--- config.mk ---
export PLATFORM = sky130hd
export DESIGN_NAME = i2c_master_transaction_sequencer_core
export DESIGN_NICKNAME = d
export VERILOG_FILES = /design/src/rtl/core/i2cseq_pkg.sv /design/src/rtl/core/i2cseq_step.sv /design/src/rtl/core/i2c_master_transaction_sequencer_core.sv
export SDC_FILE = /design/constraint.sdc
export NUM_CORES = 1
export LEC_CHECK = 0
export BUFFER_PORTS_ARGS = -buffer_cell sky130_fd_sc_hd__buf_2
export CAP_MARGIN = 20
export CELL_PAD_IN_SITES_DETAIL_PLACEMENT = 0
export CELL_PAD_IN_SITES_GLOBAL_PLACEMENT = 2
export CORE_MARGIN = 2
export CORE_UTILIZATION = 37
export DETAILED_ROUTE_END_ITERATION = 8
export GPL_TIMING_DRIVEN = 0
export PLACE_DENSITY_LB_ADDON = 0.1
export SLEW_MARGIN = 5
export SYNTH_ARGS = -nofsm -noshare
export SYNTH_HDL_FRONTEND = slang
export SYNTH_HIERARCHICAL = 1
export SYNTH_SLANG_ARGS = --single-unit
export TNS_END_PERCENT = 1
--- constraint.sdc ---
create_clock -name aclk -period 8.05 [get_ports aclk]
set_clock_uncertainty 0.15 [all_clocks]
set_input_delay 2.0125 -clock aclk [delete_from_list [all_inputs] [get_ports aclk]]
set_output_delay 2.0125 -clock aclk [all_outputs]
set_load 0.005 [all_outputs]
--- src/rtl/core/i2cseq_pkg.sv ---
// Shared types, codes, reset values and the command script table of the I2C sequencer.
package i2cseq_pkg;

    // Run modes
    localparam logic [1:0] MODE_IDLE   = 2'd0;
    localparam logic [1:0] MODE_WAIT   = 2'd1;
    localparam logic [1:0] MODE_SETTLE = 2'd2;

    // Command codes
    localparam logic [1:0] OP_ADC_CFG  = 2'd0;
    localparam logic [1:0] OP_ADC_RD   = 2'd1;
    localparam logic [1:0] OP_MEM_WR   = 2'd2;
    localparam logic [1:0] OP_MEM_RD   = 2'd3;

    // Script items
    localparam logic [3:0] IT_START      = 4'd0;
    localparam logic [3:0] IT_STOP       = 4'd1;
    localparam logic [3:0] IT_ACK        = 4'd2;
    localparam logic [3:0] IT_RECV       = 4'd3;
    localparam logic [3:0] IT_NACK       = 4'd4;
    localparam logic [3:0] IT_ADCW       = 4'd5;
    localparam logic [3:0] IT_ADCR       = 4'd6;
    localparam logic [3:0] IT_CTRL       = 4'd7;
    localparam logic [3:0] IT_MEMW       = 4'd8;
    localparam logic [3:0] IT_MEMR       = 4'd9;
    localparam logic [3:0] IT_ADDR       = 4'd10;
    localparam logic [3:0] IT_DATA       = 4'd11;
    localparam logic [3:0] IT_END        = 4'd12;
    localparam logic [3:0] IT_ENDSETTLE  = 4'd13;

    // Resume points after a pin delay
    localparam logic [3:0] RS_ST_B = 4'd0;
    localparam logic [3:0] RS_ST_C = 4'd1;
    localparam logic [3:0] RS_SP_B = 4'd2;
    localparam logic [3:0] RS_SP_C = 4'd3;
    localparam logic [3:0] RS_AK_B = 4'd4;
    localparam logic [3:0] RS_AK_C = 4'd5;
    localparam logic [3:0] RS_TX_B = 4'd6;
    localparam logic [3:0] RS_TX_C = 4'd7;
    localparam logic [3:0] RS_TX_D = 4'd8;
    localparam logic [3:0] RS_RX_B = 4'd9;
    localparam logic [3:0] RS_RX_C = 4'd10;
    localparam logic [3:0] RS_NK_B = 4'd11;
    localparam logic [3:0] RS_NK_C = 4'd12;
    localparam logic [3:0] RS_NK_D = 4'd13;

    // Register indexes
    localparam logic [2:0] REG_DELAY_LENGTH = 3'd0;
    localparam logic [2:0] REG_ADC_ADDR     = 3'd1;
    localparam logic [2:0] REG_ADC_CTRL     = 3'd2;
    localparam logic [2:0] REG_MEM_ADDR     = 3'd3;
    localparam logic [2:0] REG_POST_WAIT    = 3'd4;

    // Register reset values
    localparam logic [7:0]  DELAY_LENGTH_RST = 8'd5;
    localparam logic [6:0]  ADC_ADDR_RST     = 7'd72;
    localparam logic [7:0]  ADC_CTRL_RST     = 8'd3;
    localparam logic [6:0]  MEM_ADDR_RST     = 7'd80;
    localparam logic [15:0] POST_WAIT_RST    = 16'd1120;

    typedef struct packed {
        logic [7:0]  delay_length;
        logic [6:0]  adc_device_address;
        logic [7:0]  adc_control_byte;
        logic [6:0]  eeprom_device_address;
        logic [15:0] post_write_wait;
    } cfg_t;

    typedef struct packed {
        logic       command_valid;
        logic [1:0] op;
        logic [7:0] mem_address;
        logic [7:0] write_data;
        logic       sda_in;
    } tick_t;

    typedef struct packed {
        logic [1:0]  mode;
        logic [3:0]  resume;
        logic [3:0]  script_pos;
        logic [7:0]  delay_count;
        logic [2:0]  bit_count;
        logic [7:0]  shift_byte;
        logic [17:0] latched_command;
        logic [15:0] settle_count;
        logic [7:0]  received_byte;
        logic        nack_flag;
        logic        scl;
        logic        sda;
    } seq_state_t;

    function automatic logic [3:0] script_item(input logic [1:0] op, input logic [3:0] pos);
        logic [3:0] item;
        begin
            item = IT_END;
            unique case (op)
                OP_ADC_CFG: begin
                    unique case (pos)
                        4'd0: item = IT_START;
                        4'd1: item = IT_ADCW;
                        4'd2: item = IT_ACK;
                        4'd3: item = IT_CTRL;
                        4'd4: item = IT_ACK;
                        4'd5: item = IT_STOP;
                        4'd6: item = IT_ENDSETTLE;
                        default: item = IT_END;
                    endcase
                end
                OP_ADC_RD: begin
                    unique case (pos)
                        4'd0: item = IT_START;
                        4'd1: item = IT_ADCR;
                        4'd2: item = IT_ACK;
                        4'd3: item = IT_RECV;
                        4'd4: item = IT_NACK;
                        4'd5: item = IT_STOP;
                        default: item = IT_END;
                    endcase
                end
                OP_MEM_WR: begin
                    unique case (pos)
                        4'd0: item = IT_START;
                        4'd1: item = IT_MEMW;
                        4'd2: item = IT_ACK;
                        4'd3: item = IT_ADDR;
                        4'd4: item = IT_ACK;
                        4'd5: item = IT_DATA;
                        4'd6: item = IT_ACK;
                        4'd7: item = IT_STOP;
                        4'd8: item = IT_ENDSETTLE;
                        default: item = IT_END;
                    endcase
                end
                OP_MEM_RD: begin
                    unique case (pos)
                        4'd0:  item = IT_START;
                        4'd1:  item = IT_MEMW;
                        4'd2:  item = IT_ACK;
                        4'd3:  item = IT_ADDR;
                        4'd4:  item = IT_ACK;
                        4'd5:  item = IT_STOP;
                        4'd6:  item = IT_START;
                        4'd7:  item = IT_MEMR;
                        4'd8:  item = IT_ACK;
                        4'd9:  item = IT_RECV;
                        4'd10: item = IT_NACK;
                        4'd11: item = IT_STOP;
                        default: item = IT_END;
                    endcase
                end
                default: item = IT_END;
            endcase
            return item;
        end
    endfunction

endpackage

--- src/rtl/core/i2cseq_step.sv ---
// Next-state logic of the sequencer for one tick: finish the current pin segment, enter the next item.
module i2cseq_step (
    input  i2cseq_pkg::seq_state_t cur,
    input  i2cseq_pkg::cfg_t       cfg,
    input  i2cseq_pkg::tick_t      tick,
    output i2cseq_pkg::seq_state_t nxt,
    output logic                   done
);

    logic       tail;
    logic       ret;
    logic       enter;
    logic       dly;
    logic [3:0] dly_target;
    logic [3:0] item;

    always_comb begin
        nxt        = cur;
        done       = 1'b0;
        tail       = 1'b0;
        ret        = 1'b0;
        enter      = 1'b0;
        dly        = 1'b0;
        dly_target = i2cseq_pkg::RS_ST_B;
        item       = i2cseq_pkg::IT_END;

        unique case (cur.mode)
            i2cseq_pkg::MODE_IDLE: begin
                if (tick.command_valid) begin
                    nxt.latched_command = {tick.write_data, tick.mem_address, tick.op};
                    nxt.nack_flag       = 1'b0;
                    nxt.script_pos      = 4'd0;
                    enter               = 1'b1;
                end
            end
            i2cseq_pkg::MODE_WAIT: begin
                if (cur.delay_count != 8'd0) begin
                    nxt.delay_count = cur.delay_count - 8'd1;
                end else begin
                    tail = 1'b1;
                end
            end
            i2cseq_pkg::MODE_SETTLE: begin
                nxt.settle_count = cur.settle_count - 16'd1;
                if (nxt.settle_count == 16'd0) begin
                    nxt.mode = i2cseq_pkg::MODE_IDLE;
                    done     = 1'b1;
                end
            end
            default: begin
                nxt.mode = i2cseq_pkg::MODE_IDLE;
            end
        endcase

        // finish the segment that follows the expired delay
        if (tail) begin
            unique case (cur.resume)
                i2cseq_pkg::RS_ST_B: begin
                    nxt.sda    = 1'b0;
                    dly        = 1'b1;
                    dly_target = i2cseq_pkg::RS_ST_C;
                end
                i2cseq_pkg::RS_ST_C: begin
                    nxt.scl = 1'b0;
                    ret     = 1'b1;
                end
                i2cseq_pkg::RS_SP_B: begin
                    nxt.sda    = 1'b1;
                    dly        = 1'b1;
                    dly_target = i2cseq_pkg::RS_SP_C;
                end
                i2cseq_pkg::RS_SP_C: ret = 1'b1;
                i2cseq_pkg::RS_AK_B: begin
                    nxt.nack_flag = cur.nack_flag | tick.sda_in;
                    nxt.scl       = 1'b0;
                    dly           = 1'b1;
                    dly_target    = i2cseq_pkg::RS_AK_C;
                end
                i2cseq_pkg::RS_AK_C: ret = 1'b1;
                i2cseq_pkg::RS_TX_B: begin
                    nxt.sda    = cur.shift_byte[7];
                    dly        = 1'b1;
                    dly_target = i2cseq_pkg::RS_TX_C;
                end
                i2cseq_pkg::RS_TX_C: begin
                    nxt.scl        = 1'b1;
                    nxt.shift_byte = {cur.shift_byte[6:0], 1'b0};
                    nxt.bit_count  = cur.bit_count + 3'd1;
                    dly            = 1'b1;
                    dly_target     = i2cseq_pkg::RS_TX_D;
                end
                i2cseq_pkg::RS_TX_D: begin
                    nxt.scl = 1'b0;
                    if (cur.bit_count != 3'd0) begin
                        dly        = 1'b1;
                        dly_target = i2cseq_pkg::RS_TX_B;
                    end else begin
                        ret = 1'b1;
                    end
                end
                i2cseq_pkg::RS_RX_B: begin
                    nxt.shift_byte = {cur.shift_byte[6:0], tick.sda_in};
                    nxt.bit_count  = cur.bit_count + 3'd1;
                    nxt.scl        = 1'b0;
                    dly            = 1'b1;
                    dly_target     = i2cseq_pkg::RS_RX_C;
                end
                i2cseq_pkg::RS_RX_C: begin
                    if (cur.bit_count != 3'd0) begin
                        nxt.scl    = 1'b1;
                        dly        = 1'b1;
                        dly_target = i2cseq_pkg::RS_RX_B;
                    end else begin
                        nxt.received_byte = cur.shift_byte;
                        ret               = 1'b1;
                    end
                end
                i2cseq_pkg::RS_NK_B: begin
                    nxt.scl    = 1'b1;
                    dly        = 1'b1;
                    dly_target = i2cseq_pkg::RS_NK_C;
                end
                i2cseq_pkg::RS_NK_C: begin
                    nxt.scl    = 1'b0;
                    nxt.sda    = 1'b1;
                    dly        = 1'b1;
                    dly_target = i2cseq_pkg::RS_NK_D;
                end
                default: ret = 1'b1;
            endcase
        end

        if (ret) begin
            nxt.script_pos = cur.script_pos + 4'd1;
            enter          = 1'b1;
        end

        // enter the next script item and run its head segment
        if (enter) begin
            item = i2cseq_pkg::script_item(nxt.latched_command[1:0], nxt.script_pos);
            unique case (item)
                i2cseq_pkg::IT_START: begin
                    nxt.sda    = 1'b1;
                    nxt.scl    = 1'b1;
                    dly        = 1'b1;
                    dly_target = i2cseq_pkg::RS_ST_B;
                end
                i2cseq_pkg::IT_STOP: begin
                    nxt.sda    = 1'b0;
                    nxt.scl    = 1'b1;
                    dly        = 1'b1;
                    dly_target = i2cseq_pkg::RS_SP_B;
                end
                i2cseq_pkg::IT_ACK: begin
                    nxt.sda    = 1'b1;
                    nxt.scl    = 1'b1;
                    dly        = 1'b1;
                    dly_target = i2cseq_pkg::RS_AK_B;
                end
                i2cseq_pkg::IT_NACK: begin
                    nxt.scl    = 1'b0;
                    nxt.sda    = 1'b1;
                    dly        = 1'b1;
                    dly_target = i2cseq_pkg::RS_NK_B;
                end
                i2cseq_pkg::IT_RECV: begin
                    nxt.shift_byte = 8'd0;
                    nxt.bit_count  = 3'd0;
                    nxt.scl        = 1'b1;
                    dly            = 1'b1;
                    dly_target     = i2cseq_pkg::RS_RX_B;
                end
                i2cseq_pkg::IT_ADCW, i2cseq_pkg::IT_ADCR, i2cseq_pkg::IT_CTRL,
                i2cseq_pkg::IT_MEMW, i2cseq_pkg::IT_MEMR, i2cseq_pkg::IT_ADDR,
                i2cseq_pkg::IT_DATA: begin
                    unique case (item)
                        i2cseq_pkg::IT_ADCW: nxt.shift_byte = {cfg.adc_device_address, 1'b0};
                        i2cseq_pkg::IT_ADCR: nxt.shift_byte = {cfg.adc_device_address, 1'b1};
                        i2cseq_pkg::IT_CTRL: nxt.shift_byte = cfg.adc_control_byte;
                        i2cseq_pkg::IT_MEMW: nxt.shift_byte = {cfg.eeprom_device_address, 1'b0};
                        i2cseq_pkg::IT_MEMR: nxt.shift_byte = {cfg.eeprom_device_address, 1'b1};
                        i2cseq_pkg::IT_ADDR: nxt.shift_byte = nxt.latched_command[9:2];
                        default:             nxt.shift_byte = nxt.latched_command[17:10];
                    endcase
                    nxt.bit_count = 3'd0;
                    nxt.scl       = 1'b0;
                    dly           = 1'b1;
                    dly_target    = i2cseq_pkg::RS_TX_B;
                end
                i2cseq_pkg::IT_ENDSETTLE: begin
                    if (cfg.post_write_wait != 16'd0) begin
                        nxt.settle_count = cfg.post_write_wait;
                        nxt.mode         = i2cseq_pkg::MODE_SETTLE;
                    end else begin
                        nxt.mode = i2cseq_pkg::MODE_IDLE;
                        done     = 1'b1;
                    end
                end
                default: begin
                    nxt.mode = i2cseq_pkg::MODE_IDLE;
                    done     = 1'b1;
                end
            endcase
        end

        if (dly) begin
            nxt.mode        = i2cseq_pkg::MODE_WAIT;
            nxt.delay_count = cfg.delay_length;
            nxt.resume      = dly_target;
        end
    end

endmodule

--- src/rtl/core/i2c_master_transaction_sequencer_core.sv ---
// Top level of the tick-driven I2C master: stream channels, APB registers and sequencer state.
//
// Each request on the s_ channel is one timing tick of the bus waveform and yields exactly one
// result on the m_ channel holding the pin levels, busy and done flags, last read byte and
// acknowledge status after that tick. One tick is taken every clock cycle; a result is offered
// on m_ through an input register and a result register, and back-pressure on m_ stalls s_ only
// once both are full. Registers sit on the APB port at byte addresses 0x00 delay_length,
// 0x04 adc_device_address, 0x08 adc_control_byte, 0x0C eeprom_device_address,
// 0x10 post_write_wait; write them only while no command runs.
module i2c_master_transaction_sequencer_core (
    input  logic        aclk,
    input  logic        aresetn,
    // s_tdata: mem_address[7:0], write_data[15:8], sda_in[16], zero pad[23:17]
    input  logic [23:0] s_tdata,
    // s_tuser: command_valid[0], op[2:1]
    input  logic [2:0]  s_tuser,
    input  logic        s_tvalid,
    output logic        s_tready,
    // m_tdata: scl_out[0], sda_out[1], busy_res[2], done_res[3], read_data[11:4],
    //          nack_seen[12], zero pad[15:13]
    output logic [15:0] m_tdata,
    output logic        m_tvalid,
    input  logic        m_tready,
    input  logic        psel,
    input  logic        penable,
    input  logic        pwrite,
    input  logic [4:0]  paddr,
    input  logic [31:0] pwdata,
    output logic [31:0] prdata,
    output logic        pready
);

    i2cseq_pkg::cfg_t       cfg_reg;
    i2cseq_pkg::tick_t      tick_reg;
    logic                   tick_valid_reg;
    logic                   tick_valid_next;
    i2cseq_pkg::seq_state_t state_reg;
    i2cseq_pkg::seq_state_t state_next;
    logic                   done_next;
    logic [15:0]            result_reg;
    logic [15:0]            result_next;
    logic                   result_valid_reg;
    logic                   fire;
    logic                   cfg_write;

    assign pready    = 1'b1;
    assign cfg_write = psel & penable & pwrite & pready;

    always_ff @(posedge aclk) begin
        if (!aresetn) begin
            cfg_reg.delay_length          <= i2cseq_pkg::DELAY_LENGTH_RST;
            cfg_reg.adc_device_address    <= i2cseq_pkg::ADC_ADDR_RST;
            cfg_reg.adc_control_byte      <= i2cseq_pkg::ADC_CTRL_RST;
            cfg_reg.eeprom_device_address <= i2cseq_pkg::MEM_ADDR_RST;
            cfg_reg.post_write_wait       <= i2cseq_pkg::POST_WAIT_RST;
        end else if (cfg_write) begin
            case (paddr[4:2])
                i2cseq_pkg::REG_DELAY_LENGTH: cfg_reg.delay_length          <= pwdata[7:0];
                i2cseq_pkg::REG_ADC_ADDR:     cfg_reg.adc_device_address    <= pwdata[6:0];
                i2cseq_pkg::REG_ADC_CTRL:     cfg_reg.adc_control_byte      <= pwdata[7:0];
                i2cseq_pkg::REG_MEM_ADDR:     cfg_reg.eeprom_device_address <= pwdata[6:0];
                i2cseq_pkg::REG_POST_WAIT:    cfg_reg.post_write_wait       <= pwdata[15:0];
                default: ;
            endcase
        end
    end

    always_comb begin
        unique case (paddr[4:2])
            i2cseq_pkg::REG_DELAY_LENGTH: prdata = {24'd0, cfg_reg.delay_length};
            i2cseq_pkg::REG_ADC_ADDR:     prdata = {25'd0, cfg_reg.adc_device_address};
            i2cseq_pkg::REG_ADC_CTRL:     prdata = {24'd0, cfg_reg.adc_control_byte};
            i2cseq_pkg::REG_MEM_ADDR:     prdata = {25'd0, cfg_reg.eeprom_device_address};
            i2cseq_pkg::REG_POST_WAIT:    prdata = {16'd0, cfg_reg.post_write_wait};
            default:                      prdata = 32'd0;
        endcase
    end

    // advance a tick when the result register is free or being drained
    assign fire     = tick_valid_reg & (~result_valid_reg | m_tready);
    assign s_tready = ~tick_valid_reg | fire;

    always_comb begin
        if (s_tvalid & s_tready) begin
            tick_valid_next = 1'b1;
        end else if (fire) begin
            tick_valid_next = 1'b0;
        end else begin
            tick_valid_next = tick_valid_reg;
        end
    end

    always_ff @(posedge aclk) begin
        if (!aresetn) begin
            tick_valid_reg <= 1'b0;
        end else begin
            tick_valid_reg <= tick_valid_next;
        end
    end

    always_ff @(posedge aclk) begin
        if (s_tvalid & s_tready) begin
            tick_reg.command_valid <= s_tuser[0];
            tick_reg.op            <= s_tuser[2:1];
            tick_reg.mem_address   <= s_tdata[7:0];
            tick_reg.write_data    <= s_tdata[15:8];
            tick_reg.sda_in        <= s_tdata[16];
        end
    end

    i2cseq_step u_step (
        .cur  (state_reg),
        .cfg  (cfg_reg),
        .tick (tick_reg),
        .nxt  (state_next),
        .done (done_next)
    );

    always_ff @(posedge aclk) begin
        if (!aresetn) begin
            state_reg.mode            <= i2cseq_pkg::MODE_IDLE;
            state_reg.resume          <= i2cseq_pkg::RS_ST_B;
            state_reg.script_pos      <= 4'd0;
            state_reg.delay_count     <= 8'd0;
            state_reg.bit_count       <= 3'd0;
            state_reg.shift_byte      <= 8'd0;
            state_reg.latched_command <= 18'd0;
            state_reg.settle_count    <= 16'd0;
            state_reg.received_byte   <= 8'd0;
            state_reg.nack_flag       <= 1'b0;
            state_reg.scl             <= 1'b1;
            state_reg.sda             <= 1'b1;
        end else if (fire) begin
            state_reg <= state_next;
        end
    end

    assign result_next = {3'd0, state_next.nack_flag, state_next.received_byte, done_next,
                          (state_next.mode != i2cseq_pkg::MODE_IDLE), state_next.sda,
                          state_next.scl};

    always_ff @(posedge aclk) begin
        if (!aresetn) begin
            result_valid_reg <= 1'b0;
        end else if (fire) begin
            result_valid_reg <= 1'b1;
        end else if (m_tready) begin
            result_valid_reg <= 1'b0;
        end
    end

    always_ff @(posedge aclk) begin
        if (fire) begin
            result_reg <= result_next;
        end
    end

    assign m_tdata  = result_reg;
    assign m_tvalid = result_valid_reg;

`ifndef SYNTHESIS
    // a completion pulse always leaves the sequencer idle
    assert property (@(posedge aclk) disable iff (!aresetn)
        (fire && done_next) |=> (state_reg.mode == i2cseq_pkg::MODE_IDLE))
        else $error("done pulse without return to idle");

    // settling follows a stop, so both lines are released
    assert property (@(posedge aclk) disable iff (!aresetn)
        (state_reg.mode == i2cseq_pkg::MODE_SETTLE) |-> (state_reg.scl && state_reg.sda))
        else $error("bus lines not released while settling");

    // an idle tick without a command keeps the sequencer idle
    assert property (@(posedge aclk) disable iff (!aresetn)
        (fire && (state_reg.mode == i2cseq_pkg::MODE_IDLE) && !tick_reg.command_valid)
        |=> (state_reg.mode == i2cseq_pkg::MODE_IDLE))
        else $error("sequencer left idle without a command");
`endif

endmodule

==> flow_summary_export.csv <==
group,metric,value,unit
run_status,status,"complete, no violations",
pwr,clockPowerShare,0.450,
die,start_util,0.380,
place,numPortBuffers,74,
cts,cts_buffer_depth,2,
worst_setup_path,critPathBufInv,4,
synthesis,ys.flop_type,"dfxtp_1",
synthesis,synthArstFlopShare,0,
die,dieArea,26400,um^2
route,viasPerCell,5.54,
sta,setup_violations,0,
worst_setup_path,crit_path_start,"paddr[3]",
die,num_io_pins,122,
pwr,power,1.89,mW
sta,rsz0062_at_grt,"false",
synthesis,yosysTopAreaCell,"dfxtp_1",
cts,worstSkewPairLatency,440,ps
worst_hold_path,hold_start,"state_reg[66]$_SDFFE_PN0P_",
grt,grt_pass1_wl,50100,um
final_layout,stdcell_area,10800,um^2
grt,grt_max_degree,21,
synthesis,synthCells,1139,
synthesis,synth.area.top_cells,"dfxtp_1, edfxtp_1, mux2i_1, nand2_1, o21ai_0",
die,rows,57,
final_layout,n_antenna_cell,0,
final_layout,largest_register_ffs,74,
worst_setup_path,end_kind,"output pin",
pwr,internal_power,1.33,mW
worst_setup_path,crit_fanout,10,
grt,grt_pass1_vias,8378,
final_layout,area_delta_synth_final,16.2,%
synthesis,synthTopCellsByCount,"nand2_1, dfxtp_1, o21ai_0, nand3_1, a21oi_1",
sta,finalHoldWorstSlack,325,ps
sta,period_share,0.669,
worst_hold_path,hold_path_class,"reg2reg",
grt,grt_use_total,0.250,
pwr,switching_share,0.297,
worst_setup_path,critPathSlowestCell,"mux2i_1",
cts,clk_pin_slew,70,ps
cts,clock_sinks,155,
worst_setup_path,worstPathArrival,3220,ps
die,die_h,162,um
worst_setup_path,reg2reg_from,"state_reg[72]$_SDFFE_PN0P_",
cts,cts_tree,"yes",
route,wl_per_cell,20.5,um
worst_setup_path,max_stage_delay,260,ps
pwr,powerDensity,175,nW/um^2
worst_setup_path,worstPathRequired,5890,ps
synthesis,synth_warnings,6,
final_layout,nNetsFinal,1331,
sta,period_needed,5380,ps
worst_setup_path,path_delay_family,"buffers and inverters",
cts,cts_root_buffer,"clkbuf_16",
pwr,comb_power_share,0.115,
cts,ctsHoldBuffers,0,
route,ant_nets,0,
place,placed_cell_area,10100,um^2
pwr,power_frac_seq,0.435,
die,die_w,162,um
synthesis,synth_area,9290,um^2
sta,report.final.slew_viol_count,0,
synthesis,ys_seq_elements,155,
route,drc,0,
sta,worstMarginPinSlew,851,ps
cts,ctsResizeCount,0,
die,core_area,24500,um^2
worst_setup_path,critical_path.cell_chain,"buf_2 > buf_4 > buf_4 > mux2i_1 > o21ai_0 > o21a_1 > buf_2",
grt,antenna_found_initial,0,
cts,cts_setup_buffers,0,
synthesis,ys_seq_area_frac,0.370,
place,dp_hpwl,24400,um
synthesis,postSynthAreaPerCell,8.15,um^2
cts,cts_buffers,17,
route,dr.pass1.iters,7,
synthesis,yosysMostFrequentCell,"nand2_1",
grt,grt_overflow,0,
worst_setup_path,critical_path_class,"in2out",
worst_setup_path,cp-start-kind,"input port",
synthesis,synth-edff-count,33,
synthesis,synth_top_cell_area_share,0.263,
pwr,p_sw,0.561,mW
synthesis,synth_cell_type_count,90,
route,wirelength,32600,um
pwr,power.static_leakage,3.95,nW
final_layout,drive_gt1_frac,0.159,
route,drt_iter0_drc,773,
sta,fmax,0.186,GHz
cts,h-tree-depth,4,
pwr,peakVddDrop,0.000116,V
route,route.vias.total,8804,
place,place.gp.congestion,0.871,
sta,hold_viol_final,0,
sta,tns,0,ps
final_layout,final_util,0.441,
sta,slew_headroom,0.429,
job,cap_viol_max_count,0,
## layout by cell type, fill, tap and decap left out, types with 6 or more instances in the layout
cell type,netlist,layout
mux2_2,12,12
mux2i_1,70,70
o21a_1,6,6
conb_1,2,20
nand2b_1,10,10
nand3_1,92,92
nor2_1,53,52
nor4_1,12,12
clkbuf_1,65,65
edfxtp_1,33,33
nor3_1,9,9
o21ai_0,112,112
clkbuf_16,0,17
ha_1,7,7
and2_1,14,14
buf_2,20,95
inv_1,21,21
dfxtp_1,122,122
o22ai_1,8,8
o21ai_1,21,21
nand2_1,150,150
a21o_1,6,6
xnor2_1,19,19
and3_1,6,6
buf_4,25,25
a31oi_1,6,6
xor2_1,12,12
or3_1,12,12
a21oi_1,87,87
## cell families after synthesis
kind of cell / after synthesis / share of synthesized area
XOR/XNOR: 31 / 0.0292
flip-flops: 155 / 0.370
multiplexers: 83 / 0.0924
AND/OR/NAND/NOR: 408 / 0.219
buffers and inverters: 137 / 0.0706
adder cells (fa/ha/maj): 7 / 0.00943
other: 2 / 0.000809
AO/OA/AOI/OAI: 316 / 0.208
## worst paths after layout
| check | depth (start not counted) | to | slack, ps |
|---|---|---|---|
| worst max-delay path | 7 | prdata[5] | 2670 |
| worst min-delay path | 2 | state_reg[66]$_SDFFE_PN0P_ | 330 |
| worst max register to register | 13 | state_reg[50]$_SDFFE_PN0P_ | 3320 |
| worst min register to register | 2 | state_reg[66]$_SDFFE_PN0P_ | 330 |
## cell type report
class,count,area (um^2)
fillers,2515,13700
multi-input cells,865,5270
flip-flops and latches,155,3430
plain buffers,115,573
clock buffers,17,425
repair buffers,77,418
well taps,324,405
clock inverters,15,189
inverters,22,82.6
## per-stage QoR
| step | instances | setup slack (ps) |
|---|---|---|
| after floorplan | 1157 | 3060 |
| after global placement | 1555 | 2290 |
| after detailed placement | 1556 | 2300 |
| after CTS | 1588 | 2300 |
| after global routing | 1590 | 2560 |
| final | 1590 | 2670 |
## worst reg2reg max path, delay by kind of cell (launching register included)
| family | cells | cell delay (ps) |
|---|---|---|
| compound gates | 7 | 2060 |
| buf+inv | 1 | 230 |
| flops | 1 | 570 |
| simple gates | 5 | 1590 |
## metal layers
| metal | wire length [um] | GRT usage | share of wire | vias up |
|---|---|---|---|---|
| met5 | 0 | 0 | 0 | - |
| met4 | 381 | 0.0527 | 0.012 | 0 |
| met3 | 1540 | 0.0428 | 0.047 | 26 |
| met2 | 14800 | 0.396 | 0.45 | 239 |
| met1 | 15900 | 0.357 | 0.49 | 4259 |
| li1 | - | - | - | 4280 |
## power by group through the flow
stage                     clock network, mW  logic (mW)  registers, mW
after floorplan                           0       0.132          0.836
after global placement                    0       0.213          0.841
after detailed placement                  0       0.213          0.841
after CTS                             0.868       0.214          0.823
after global routing                  0.899       0.238          0.825
final                                 0.851       0.218          0.823
Power figures use the tool's default switching activity.
